--- src/sv/crc8fr_pkg.sv ---
// ----------------------------------------------------------------------------
// crc8fr_pkg
// shared constants, codes and helpers for the crc-8 checked frame receiver
// ----------------------------------------------------------------------------
package crc8fr_pkg;

  // payload buffer depth and derived widths
  localparam int MAX_PAYLOAD = 32;
  localparam int ADDR_W      = (MAX_PAYLOAD > 1) ? $clog2(MAX_PAYLOAD) : 1;
  localparam int CNT_W       = $clog2(MAX_PAYLOAD + 1);

  localparam logic [7:0] SYNC_BYTE = 8'hFA;
  localparam logic [7:0] CRC_POLY  = 8'h8C;
  localparam logic [7:0] LEN_OVERHEAD = 8'h02;
  localparam logic [7:0] MAX_PLEN  = 8'(MAX_PAYLOAD);

  // frame types
  localparam logic [7:0] TYPE_HOST_READY = 8'h00;
  localparam logic [7:0] TYPE_2          = 8'h02;
  localparam logic [7:0] TYPE_3          = 8'h03;
  localparam logic [7:0] TYPE_4          = 8'h04;
  localparam logic [7:0] TYPE_REPLY      = 8'h06;
  localparam logic [7:0] TYPE_A          = 8'h0A;
  localparam logic [7:0] TYPE_C          = 8'h0C;

  typedef enum logic [1:0] {
    STATUS_OK       = 2'd0,
    STATUS_CRC_BAD  = 2'd1,
    STATUS_UNKNOWN  = 2'd2,
    STATUS_TOO_LONG = 2'd3
  } status_t;

  typedef enum logic [6:0] {
    ST_IDLE = 7'b0000001,
    ST_LEN  = 7'b0000010,
    ST_HDR  = 7'b0000100,
    ST_DATA = 7'b0001000,
    ST_RD   = 7'b0010000,
    ST_LD   = 7'b0100000,
    ST_HOLD = 7'b1000000
  } state_t;

  // reflected crc-8, one byte, lsb first
  function automatic logic [7:0] crc_update(input logic [7:0] crc, input logic [7:0] b);
    logic [7:0] c;
    logic [7:0] d;
    logic       mix;
    c = crc;
    d = b;
    for (int k = 0; k < 8; k++) begin
      mix = c[0] ^ d[0];
      c   = {1'b0, c[7:1]};
      if (mix) begin
        c = c ^ CRC_POLY;
      end
      d = {1'b0, d[7:1]};
    end
    return c;
  endfunction

  function automatic logic type_known(input logic [7:0] t);
    return (t == TYPE_HOST_READY) || (t == TYPE_2) || (t == TYPE_3) ||
           (t == TYPE_4) || (t == TYPE_REPLY) || (t == TYPE_A) || (t == TYPE_C);
  endfunction

endpackage

--- src/sv/crc8_checked_frame_receiver_core.sv ---
// ----------------------------------------------------------------------------
// crc8_checked_frame_receiver_core
// sync/length/crc-8 framed byte receiver with buffered payload result runs
// ----------------------------------------------------------------------------
// Frames arrive one byte per input item: sync 0xFA, length L, crc byte, type,
// then L-2 payload bytes. The payload goes into a small ram and a reflected
// crc-8 (poly 0x8C, init 0) runs over type and payload. While a frame is being
// parsed in_ready stays high, so each byte is taken as it is offered. When a
// frame completes, input stalls and a run of results is produced: one per
// payload byte, or a single one for an empty or too-long payload. Because the
// payload ram has a registered read port, the first result of a run passes
// through states ST_RD and ST_LD after the completing byte, and each further
// result through ST_LD after the previous one is taken. Input is taken again
// in the cycle after the last result is taken. The ram needs no clearing after
// reset: only entries written in the current frame are ever used.
// ----------------------------------------------------------------------------
module crc8_checked_frame_receiver_core
  import crc8fr_pkg::*;
(
  input  logic       clk,
  input  logic       rst_n,
  // byte input
  input  logic       in_valid,
  output logic       in_ready,
  input  logic [7:0] in_rx_byte,
  // result output
  output logic       out_valid,
  input  logic       out_ready,
  output logic [7:0] out_frame_type,
  output logic [1:0] out_status,
  output logic [7:0] out_payload_len,
  output logic [7:0] out_payload_byte,
  output logic [5:0] out_byte_index,
  output logic       out_last,
  output logic       out_reply_needed,
  output logic       out_host_ready
);

  // control state
  state_t state_r, state_nxt;
  logic   ready_r, ready_nxt;
  logic   out_valid_r, out_valid_nxt;

  // frame header / parser registers
  logic [7:0]       len_r, len_nxt;
  logic [7:0]       fcrc_r, fcrc_nxt;
  logic [7:0]       type_r, type_nxt;
  logic [7:0]       crc_r, crc_nxt;
  logic             hdr_r, hdr_nxt;
  logic [CNT_W-1:0] cnt_r, cnt_nxt;

  // result run registers
  status_t          run_status_r, run_status_nxt;
  logic [CNT_W-1:0] run_n_r, run_n_nxt;
  logic             run_nopay_r, run_nopay_nxt;
  logic             run_reply_r, run_reply_nxt;
  logic [CNT_W-1:0] k_r, k_nxt;

  // output registers
  logic [7:0] o_type_r, o_type_nxt;
  status_t    o_status_r, o_status_nxt;
  logic [7:0] o_plen_r, o_plen_nxt;
  logic [7:0] o_pbyte_r, o_pbyte_nxt;
  logic [5:0] o_index_r, o_index_nxt;
  logic       o_last_r, o_last_nxt;
  logic       o_reply_r, o_reply_nxt;
  logic       o_host_r, o_host_nxt;

  // payload ram
  logic              ram_we;
  logic [ADDR_W-1:0] ram_waddr;
  logic [ADDR_W-1:0] ram_raddr;
  logic [7:0]        ram_rdata;

  logic             in_acc;
  logic [7:0]       plen;
  logic             too_long;
  logic [7:0]       crc_in;
  logic [CNT_W-1:0] cnt_inc;
  logic [CNT_W-1:0] k_inc;
  logic             fin;
  logic             fin_long;
  logic [7:0]       fin_type;
  status_t          fin_status;

  assign in_ready = (state_r == ST_IDLE) || (state_r == ST_LEN) ||
                    (state_r == ST_HDR) || (state_r == ST_DATA);
  assign in_acc   = in_valid && in_ready;

  // payload length wraps like the length byte does
  assign plen     = len_r - LEN_OVERHEAD;
  assign too_long = (len_r < LEN_OVERHEAD) || (plen > MAX_PLEN);

  // single crc unit: type byte starts from zero, payload bytes chain on
  assign crc_in  = crc_update((state_r == ST_HDR) ? 8'h00 : crc_r, in_rx_byte);
  assign cnt_inc = cnt_r + CNT_W'(1);
  assign k_inc   = k_r + CNT_W'(1);

  // read the current entry, or the next one while a result is held
  assign ram_raddr = (state_r == ST_HOLD) ? ADDR_W'(k_inc) : ADDR_W'(k_r);
  assign ram_waddr = ADDR_W'(cnt_r);

  always_comb begin
    state_nxt      = state_r;
    ready_nxt      = ready_r;
    out_valid_nxt  = out_valid_r;
    len_nxt        = len_r;
    fcrc_nxt       = fcrc_r;
    type_nxt       = type_r;
    crc_nxt        = crc_r;
    hdr_nxt        = hdr_r;
    cnt_nxt        = cnt_r;
    run_status_nxt = run_status_r;
    run_n_nxt      = run_n_r;
    run_nopay_nxt  = run_nopay_r;
    run_reply_nxt  = run_reply_r;
    k_nxt          = k_r;
    o_type_nxt     = o_type_r;
    o_status_nxt   = o_status_r;
    o_plen_nxt     = o_plen_r;
    o_pbyte_nxt    = o_pbyte_r;
    o_index_nxt    = o_index_r;
    o_last_nxt     = o_last_r;
    o_reply_nxt    = o_reply_r;
    o_host_nxt     = o_host_r;
    ram_we         = 1'b0;
    fin            = 1'b0;
    fin_long       = 1'b0;
    fin_type       = type_r;

    case (state_r)
      ST_IDLE: begin
        // anything but sync is dropped here
        if (in_acc && (in_rx_byte == SYNC_BYTE)) begin
          state_nxt = ST_LEN;
          hdr_nxt   = 1'b0;
          cnt_nxt   = '0;
          crc_nxt   = 8'h00;
        end
      end
      ST_LEN: begin
        if (in_acc) begin
          len_nxt   = in_rx_byte;
          hdr_nxt   = 1'b0;
          state_nxt = ST_HDR;
        end
      end
      ST_HDR: begin
        if (in_acc) begin
          if (!hdr_r) begin
            fcrc_nxt = in_rx_byte;
            hdr_nxt  = 1'b1;
          end else begin
            type_nxt = in_rx_byte;
            crc_nxt  = crc_in;
            fin_type = in_rx_byte;
            if (too_long) begin
              fin      = 1'b1;
              fin_long = 1'b1;
            end else if (plen == 8'h00) begin
              fin = 1'b1;
            end else begin
              cnt_nxt   = '0;
              state_nxt = ST_DATA;
            end
          end
        end
      end
      ST_DATA: begin
        if (in_acc) begin
          ram_we  = 1'b1;
          crc_nxt = crc_in;
          cnt_nxt = cnt_inc;
          if ((8'(cnt_inc) >= plen) || (cnt_inc >= CNT_W'(MAX_PAYLOAD))) begin
            fin = 1'b1;
          end
        end
      end
      ST_RD: begin
        state_nxt = ST_LD;
      end
      ST_LD: begin
        o_type_nxt    = type_r;
        o_status_nxt  = run_status_r;
        o_plen_nxt    = plen;
        o_pbyte_nxt   = run_nopay_r ? 8'h00 : ram_rdata;
        o_index_nxt   = 6'(k_r);
        o_last_nxt    = (k_inc == run_n_r);
        o_reply_nxt   = run_reply_r;
        o_host_nxt    = ready_r;
        out_valid_nxt = 1'b1;
        state_nxt     = ST_HOLD;
      end
      ST_HOLD: begin
        if (out_ready) begin
          out_valid_nxt = 1'b0;
          if (o_last_r) begin
            state_nxt = ST_IDLE;
          end else begin
            k_nxt     = k_inc;
            state_nxt = ST_LD;
          end
        end
      end
      default: begin
        state_nxt     = ST_IDLE;
        out_valid_nxt = 1'b0;
      end
    endcase

    // status priority: too long, crc mismatch, unknown type
    if (fin_long) begin
      fin_status = STATUS_TOO_LONG;
    end else if (crc_in != fcrc_r) begin
      fin_status = STATUS_CRC_BAD;
    end else if (!type_known(fin_type)) begin
      fin_status = STATUS_UNKNOWN;
    end else begin
      fin_status = STATUS_OK;
    end

    // frame complete: start the result run and reset the parser
    if (fin) begin
      run_status_nxt = fin_status;
      run_nopay_nxt  = fin_long || (plen == 8'h00);
      run_n_nxt      = (fin_long || (plen == 8'h00)) ? CNT_W'(1) : CNT_W'(plen);
      run_reply_nxt  = (fin_status == STATUS_OK) && (fin_type == TYPE_REPLY);
      if ((fin_status == STATUS_OK) && (fin_type == TYPE_HOST_READY)) begin
        ready_nxt = 1'b1;
      end
      k_nxt     = '0;
      hdr_nxt   = 1'b0;
      cnt_nxt   = '0;
      crc_nxt   = 8'h00;
      state_nxt = ST_RD;
    end
  end

  always_ff @(posedge clk) begin
    if (!rst_n) begin
      state_r     <= ST_IDLE;
      ready_r     <= 1'b0;
      out_valid_r <= 1'b0;
      hdr_r       <= 1'b0;
      cnt_r       <= '0;
      crc_r       <= 8'h00;
      len_r       <= 8'h00;
      fcrc_r      <= 8'h00;
      type_r      <= 8'h00;
    end else begin
      state_r     <= state_nxt;
      ready_r     <= ready_nxt;
      out_valid_r <= out_valid_nxt;
      hdr_r       <= hdr_nxt;
      cnt_r       <= cnt_nxt;
      crc_r       <= crc_nxt;
      len_r       <= len_nxt;
      fcrc_r      <= fcrc_nxt;
      type_r      <= type_nxt;
    end
  end

  // run and output payload, no reset needed
  always_ff @(posedge clk) begin
    run_status_r <= run_status_nxt;
    run_n_r      <= run_n_nxt;
    run_nopay_r  <= run_nopay_nxt;
    run_reply_r  <= run_reply_nxt;
    k_r          <= k_nxt;
    o_type_r     <= o_type_nxt;
    o_status_r   <= o_status_nxt;
    o_plen_r     <= o_plen_nxt;
    o_pbyte_r    <= o_pbyte_nxt;
    o_index_r    <= o_index_nxt;
    o_last_r     <= o_last_nxt;
    o_reply_r    <= o_reply_nxt;
    o_host_r     <= o_host_nxt;
  end

  // payload buffer; read data is only used while input is stalled
  crc8fr_ram #(
    .WIDTH (8),
    .DEPTH (MAX_PAYLOAD)
  ) u_payload_ram (
    .clk   (clk),
    .we    (ram_we),
    .waddr (ram_waddr),
    .wdata (in_rx_byte),
    .raddr (ram_raddr),
    .rdata (ram_rdata)
  );

  assign out_valid        = out_valid_r;
  assign out_frame_type   = o_type_r;
  assign out_status       = o_status_r;
  assign out_payload_len  = o_plen_r;
  assign out_payload_byte = o_pbyte_r;
  assign out_byte_index   = o_index_r;
  assign out_last         = o_last_r;
  assign out_reply_needed = o_reply_r;
  assign out_host_ready   = o_host_r;

`ifndef SYNTHESIS
  // input is stalled for the whole result run
  a_no_overlap: assert property (@(posedge clk) disable iff (!rst_n)
    !(in_ready && out_valid))
    else $error("input taken while a result is pending");

  // parser reopens right after the last item of a run is taken
  a_reopen: assert property (@(posedge clk) disable iff (!rst_n)
    (out_valid && out_ready && out_last) |=> (in_ready && !out_valid))
    else $error("parser not idle after run end");

  // a too-long frame gives a single empty item
  a_too_long: assert property (@(posedge clk) disable iff (!rst_n)
    (out_valid && (out_status == STATUS_TOO_LONG)) |->
      (out_last && (out_payload_byte == 8'h00) && (out_byte_index == 6'd0)))
    else $error("too-long result malformed");

  // reply only for good frames
  a_reply_ok: assert property (@(posedge clk) disable iff (!rst_n)
    (out_valid && out_reply_needed) |->
      ((out_status == STATUS_OK) && (out_frame_type == TYPE_REPLY)))
    else $error("reply flag on a bad frame");
`endif

endmodule

--- src/sv/crc8fr_ram.sv ---
// ----------------------------------------------------------------------------
// crc8fr_ram
// generic simple dual-port ram, one write port, one registered read port
// ----------------------------------------------------------------------------
module crc8fr_ram #(
  parameter int WIDTH = 8,
  parameter int DEPTH = 32,
  parameter int AW    = (DEPTH > 1) ? $clog2(DEPTH) : 1
) (
  input  logic             clk,
  input  logic             we,
  input  logic [AW-1:0]    waddr,
  input  logic [WIDTH-1:0] wdata,
  input  logic [AW-1:0]    raddr,
  output logic [WIDTH-1:0] rdata
);

  logic [WIDTH-1:0] mem [DEPTH];

  always_ff @(posedge clk) begin
    if (we) begin
      mem[waddr] <= wdata;
    end
    rdata <= mem[raddr];
  end

endmodule
--- config.mk ---
export PLATFORM = sky130hd
export DESIGN_NAME = crc8_checked_frame_receiver_core
export DESIGN_NICKNAME = d
export VERILOG_FILES = /design/src/sv/crc8fr_pkg.sv /design/src/sv/crc8_checked_frame_receiver_core.sv /design/src/sv/crc8fr_ram.sv
export SDC_FILE = /design/constraint.sdc
export NUM_CORES = 1
export LEC_CHECK = 0
export BUFFER_PORTS_ARGS = -buffer_cell sky130_fd_sc_hd__buf_4
export CAP_MARGIN = 20
export CORE_MARGIN = 1.5
export CORE_UTILIZATION = 40
export CTS_CLUSTER_SIZE = 25
export DETAILED_ROUTE_END_ITERATION = 7
export GPL_TIMING_DRIVEN = 0
export PLACE_DENSITY = 0.64
export SETUP_SLACK_MARGIN = 0.1
export SLEW_MARGIN = 20
export SYNTH_ARGS = -nofsm -noshare
export SYNTH_HDL_FRONTEND = slang
export SYNTH_SLANG_ARGS = --single-unit
--- constraint.sdc ---
create_clock -name clk -period 15.2 [get_ports clk]
set_input_delay 0.76 -clock clk [delete_from_list [all_inputs] [get_ports clk]]
set_output_delay 0.76 -clock clk [all_outputs]
set_load 0.01 [all_outputs]
==> metrics.md <==
| Metric | Value |
|---|---|
| Min setup slack post-route | `11370 ps` |
| Relative area change from synthesis to final layout | `13.5%` |
| Post-Route Hold Slack | `roughly 420 ps` |
| Unrepaired setup endpoints after global routing | `no` |
| H-tree Lvls | `2` |
| Vertical die dimension | `209 um` |
| IO Port Bufs | `47` |
| CTS Sinks | `363` |
| I/O pin count | `49` |
| Count of cells resized by post-cts repair | `0` |
| Overall global routing resource usage | `0.212` |
| Family of cells with the greatest summed delay on the critical path | `simple AND/OR/NAND/NOR gates` |
| Count of placed standard cells in the final layout, fillers left out | `about 2100` |
| Average cell area after synthesis | `between 10 and 15 um^2` |
| Clock period minus worst slack | `about 3800 ps` |
| LEAKAGE | `6.41 nW` |
| Via total after detailed routing | `approximately 12000` |
| Number of DRC violations after detailed routing | `0` |
| GPL Wtd Cong | `between 0.8 and 0.9` |
| Hold Buf Count CTS | `0` |
| Vias per cell | `between 5 and 6` |
| Die area | `approximately 43000 um^2` |
| Fraction of final layout cells with drive strength greater than 1 | `0.101` |
| Max Fclk | `between 200 and 300 MHz` |
| Clock latency on the worst-skew pair | `~570 ps` |
| Most common cell type on the critical path | `sky130_fd_sc_hd__clkbuf_1` |
| DRT antenna net count | `0` |
| Synth Net Count | `approximately 1400` |
| Number of global-route vias before repair | `roughly 12000` |
| Largest stage delay, worst path | `roughly 570 ps` |
| Number of search-and-repair iterations in the first detailed-routing pass | `6` |
| Number of enable flip-flop cells after synthesis | `301` |
| Iteration-0 DRC count of the detailed router | `about 1300` |
| Setup slack at placement | `between 10000 and 15000 ps` |
| Path depth of the worst reg2reg path | `10` |
| Status | `complete, no violations` |
| Grt ovf | `0` |
| Post-synthesis sequential area ratio | `0.608` |
| Final setup vio count | `0` |
| Ant diodes | `0` |
| Layout Skew | `between 20 and 25 ps` |
| Worst Path Class, Setup | `reg2reg` |
| Most frequent cells in the layout | `sky130_fd_sc_hd__edfxtp_1, sky130_fd_sc_hd__nand2_1, sky130_fd_sc_hd__nand3_1, sky130_fd_sc_hd__clkbuf_1, sky130_fd_sc_hd__nor2_1` |
| Final HPWL from detailed placement | `between 30 and 40 mm` |
| Ys async rst share | `0` |
| Clk pin slew, worst setup/hold paths | `roughly 60 ps` |
| Endpoint class of the critical path | `flip-flop` |
| Required time worst endpoint | `approximately 16000 ps` |
| Largest net degree at the start of global routing | `39` |
| Final total power | `~2.1 mW` |
| Transition time at the pin with the least slew margin | `roughly 1100 ps` |
| Count of final max-slew check failures | `0` |
| Path type of the worst min-delay path | `reg2reg` |
| Average wire per cell in the routed design | `~22 um` |
| Critical-path top delay cell | `sky130_fd_sc_hd__a2111oi_0` |
| Final-layout fill cell count | `3839` |
| Nets | `~1500` |
| Clock root buffer | `sky130_fd_sc_hd__clkbuf_16` |
| TritonCTS clock tree | `yes` |
| Post-synthesis instance area | `16900 um^2` |
| Cell Rows | `75` |
| Core outline area | `41900 um^2` |
| Worst VDD drop | `~0.09 mV` |
| Dominant register cell in the synthesized netlist | `sky130_fd_sc_hd__edfxtp_1` |
| Number of stages on the worst hold path | `0` |
| Arrival time at the worst endpoint | `~4200 ps` |
| Synthesized instance count | `1414` |
| Aggregate negative setup slack | `0 ps` |
| Number of maximum-capacitance violations | `0` |
| Number of register bits inferred by synthesis | `about 360` |
| CP Max Fanout | `10` |
| Startpoint class of the critical path | `flip-flop` |
| Wire length of the first global-routing pass | `around 70 mm` |
| Bufs and invs on worst path | `3` |
| Most frequent standard cell in the layout excluding fill and tap cells | `sky130_fd_sc_hd__edfxtp_1` |
| Die outline width | `between 200 and 250 um` |
| Number of warnings reported in the yosys synthesis log | `0` |
| Initial antenna violation count | `0` |
| Count of final hold-check violations | `0` |
| Pwr Density | `110 nW/um^2` |
| Fin crit share | `0.252` |
| Stages on worst setup path | `10` |
| Initial Utilization | `0.404` |
| Cells along the critical path | `clkbuf_1 > or4_1 > buf_2 > nor3_4 > xnor2_2 > clkbuf_1 > nand3_1 > a32o_1 > a2111oi_0 > a41oi_1` |
| Cell count after placement | `about 2000` |
| Count of unique library cells instantiated by Yosys | `71` |
| Relative slew slack | `0.258` |
| Number of buffers inserted by post-CTS setup repair | `0` |
| Total Routed Length | `46.5 mm` |
| Num CTS Buffers | `38` |
| Buffer depth of the longest clock path | `3` |
## worst register-to-register path: cells and delay by family, from the launching register on
family	cells	cell delay, ps
simple gates	3	1090
buf+inv	3	910
flops	1	300
compound gates	3	1050
xor+xnor	1	290
## logic make-up after synthesis
logic type,after synthesis,synth area share
xor+xnor,64,0.0420
simple gates,453,0.131
flops,363,0.608
mux,81,0.0480
compound gates,319,0.132
buf+inv,122,0.0295
fa+ha+maj,12,0.00889
## power by group
part	internal, mW	leakage [nW]	switching [mW]	total, mW
clock	0.510	0.596	0.398	0.908
sequential	1.08	3.26	0.00232	1.08
combinational	0.0411	2.55	0.0870	0.128
total	1.63	6.41	0.488	2.12
## per-stage QoR
stage               area (um^2)  utilization
floorplan                 16900            -
global placement          17900        0.428
detailed placement        18000        0.430
CTS                       19200        0.458
global route              19200        0.458
finish                    19200        0.458
## area by class of cell
class	instances	area (um^2)	share of cell area
Buffer	107	443	0.0231
Timing Repair Buffer	53	392	0.0204
Sequential cell	363	10300	0.536
Inverter	15	56.3	0.00294
Multi-Input combinational cell	929	6130	0.320
Clock buffer	49	1050	0.0549
Tap cell	539	674	0.0352
Clock inverter	21	153	0.00796
## synthesized netlist by cell type, types with 4 or more instances
cell type	instances	area [um^2]
sky130_fd_sc_hd__edfxtp_1	301	9040
sky130_fd_sc_hd__nand2_1	137	514
sky130_fd_sc_hd__nand3_1	97	485
sky130_fd_sc_hd__clkbuf_1	85	319
sky130_fd_sc_hd__nor2_1	82	308
sky130_fd_sc_hd__mux2i_1	81	811
sky130_fd_sc_hd__o21ai_0	77	385
sky130_fd_sc_hd__dfxtp_1	62	1240
sky130_fd_sc_hd__nor2b_1	51	319
sky130_fd_sc_hd__a21oi_1	39	195
sky130_fd_sc_hd__o22ai_1	39	244
sky130_fd_sc_hd__xnor2_1	36	315
sky130_fd_sc_hd__o221ai_1	32	280
sky130_fd_sc_hd__a311oi_1	22	193
sky130_fd_sc_hd__a2111oi_0	20	175
sky130_fd_sc_hd__a31oi_1	20	125
sky130_fd_sc_hd__xor2_1	17	149
sky130_fd_sc_hd__buf_2	15	75.1
sky130_fd_sc_hd__inv_1	15	56.3
sky130_fd_sc_hd__nand4_1	15	93.8
sky130_fd_sc_hd__nor3_1	13	65.1
sky130_fd_sc_hd__ha_1	12	150
sky130_fd_sc_hd__a41oi_1	9	78.8
sky130_fd_sc_hd__a32oi_1	7	61.3
sky130_fd_sc_hd__and2_1	7	43.8
sky130_fd_sc_hd__nand2b_1	7	43.8
sky130_fd_sc_hd__xnor3_1	7	158
sky130_fd_sc_hd__a311o_1	6	60.1
sky130_fd_sc_hd__nor4_1	6	37.5
sky130_fd_sc_hd__nand3b_1	5	37.5
sky130_fd_sc_hd__or3_1	5	31.3
sky130_fd_sc_hd__a211oi_1	4	30.0
sky130_fd_sc_hd__a22oi_1	4	30.0
sky130_fd_sc_hd__o21a_1	4	30.0
sky130_fd_sc_hd__o32ai_1	4	35.0
## registers in the layout, summed over array words and instances (netlist names), 2 cells and up
| signal | count |
|---|---|
| u_payload_ram.mem | 256 |
| crc_r | 8 |
| fcrc_r | 8 |
| len_r | 8 |
| out_frame_type | 8 |
| out_payload_byte | 8 |
| out_payload_len | 8 |
| type_r | 8 |
| u_payload_ram.rdata | 8 |
| state_r | 7 |
| cnt_r | 6 |
| k_r | 6 |
| out_byte_index | 6 |
| run_n_r | 6 |
| out_status | 2 |
| run_status_r | 2 |
## layer usage
layer | GRT usage | vias to the layer above | share of wire
li1 | - | 5598 | -
met1 | 0.282 | 6093 | 0.42
met2 | 0.349 | 503 | 0.48
met3 | 0.0377 | 89 | 0.072
met4 | 0.0762 | 0 | 0.031
met5 | 0 | - | 0
## worst paths after layout
path / startpoint / end / slack (ps)
setup / recovery: state_r[2]$_SDFFE_PP0P_ / u_payload_ram.rdata[6]$_DFF_P_ / 11370
hold / removal: run_status_r[1]$_DFFE_PP_ / out_status[1]$_DFFE_PP_ / 420
setup reg to reg: state_r[2]$_SDFFE_PP0P_ / u_payload_ram.rdata[6]$_DFF_P_ / 11370
hold reg to reg: run_status_r[1]$_DFFE_PP_ / out_status[1]$_DFFE_PP_ / 420
(Power assumes the default switching activity.)
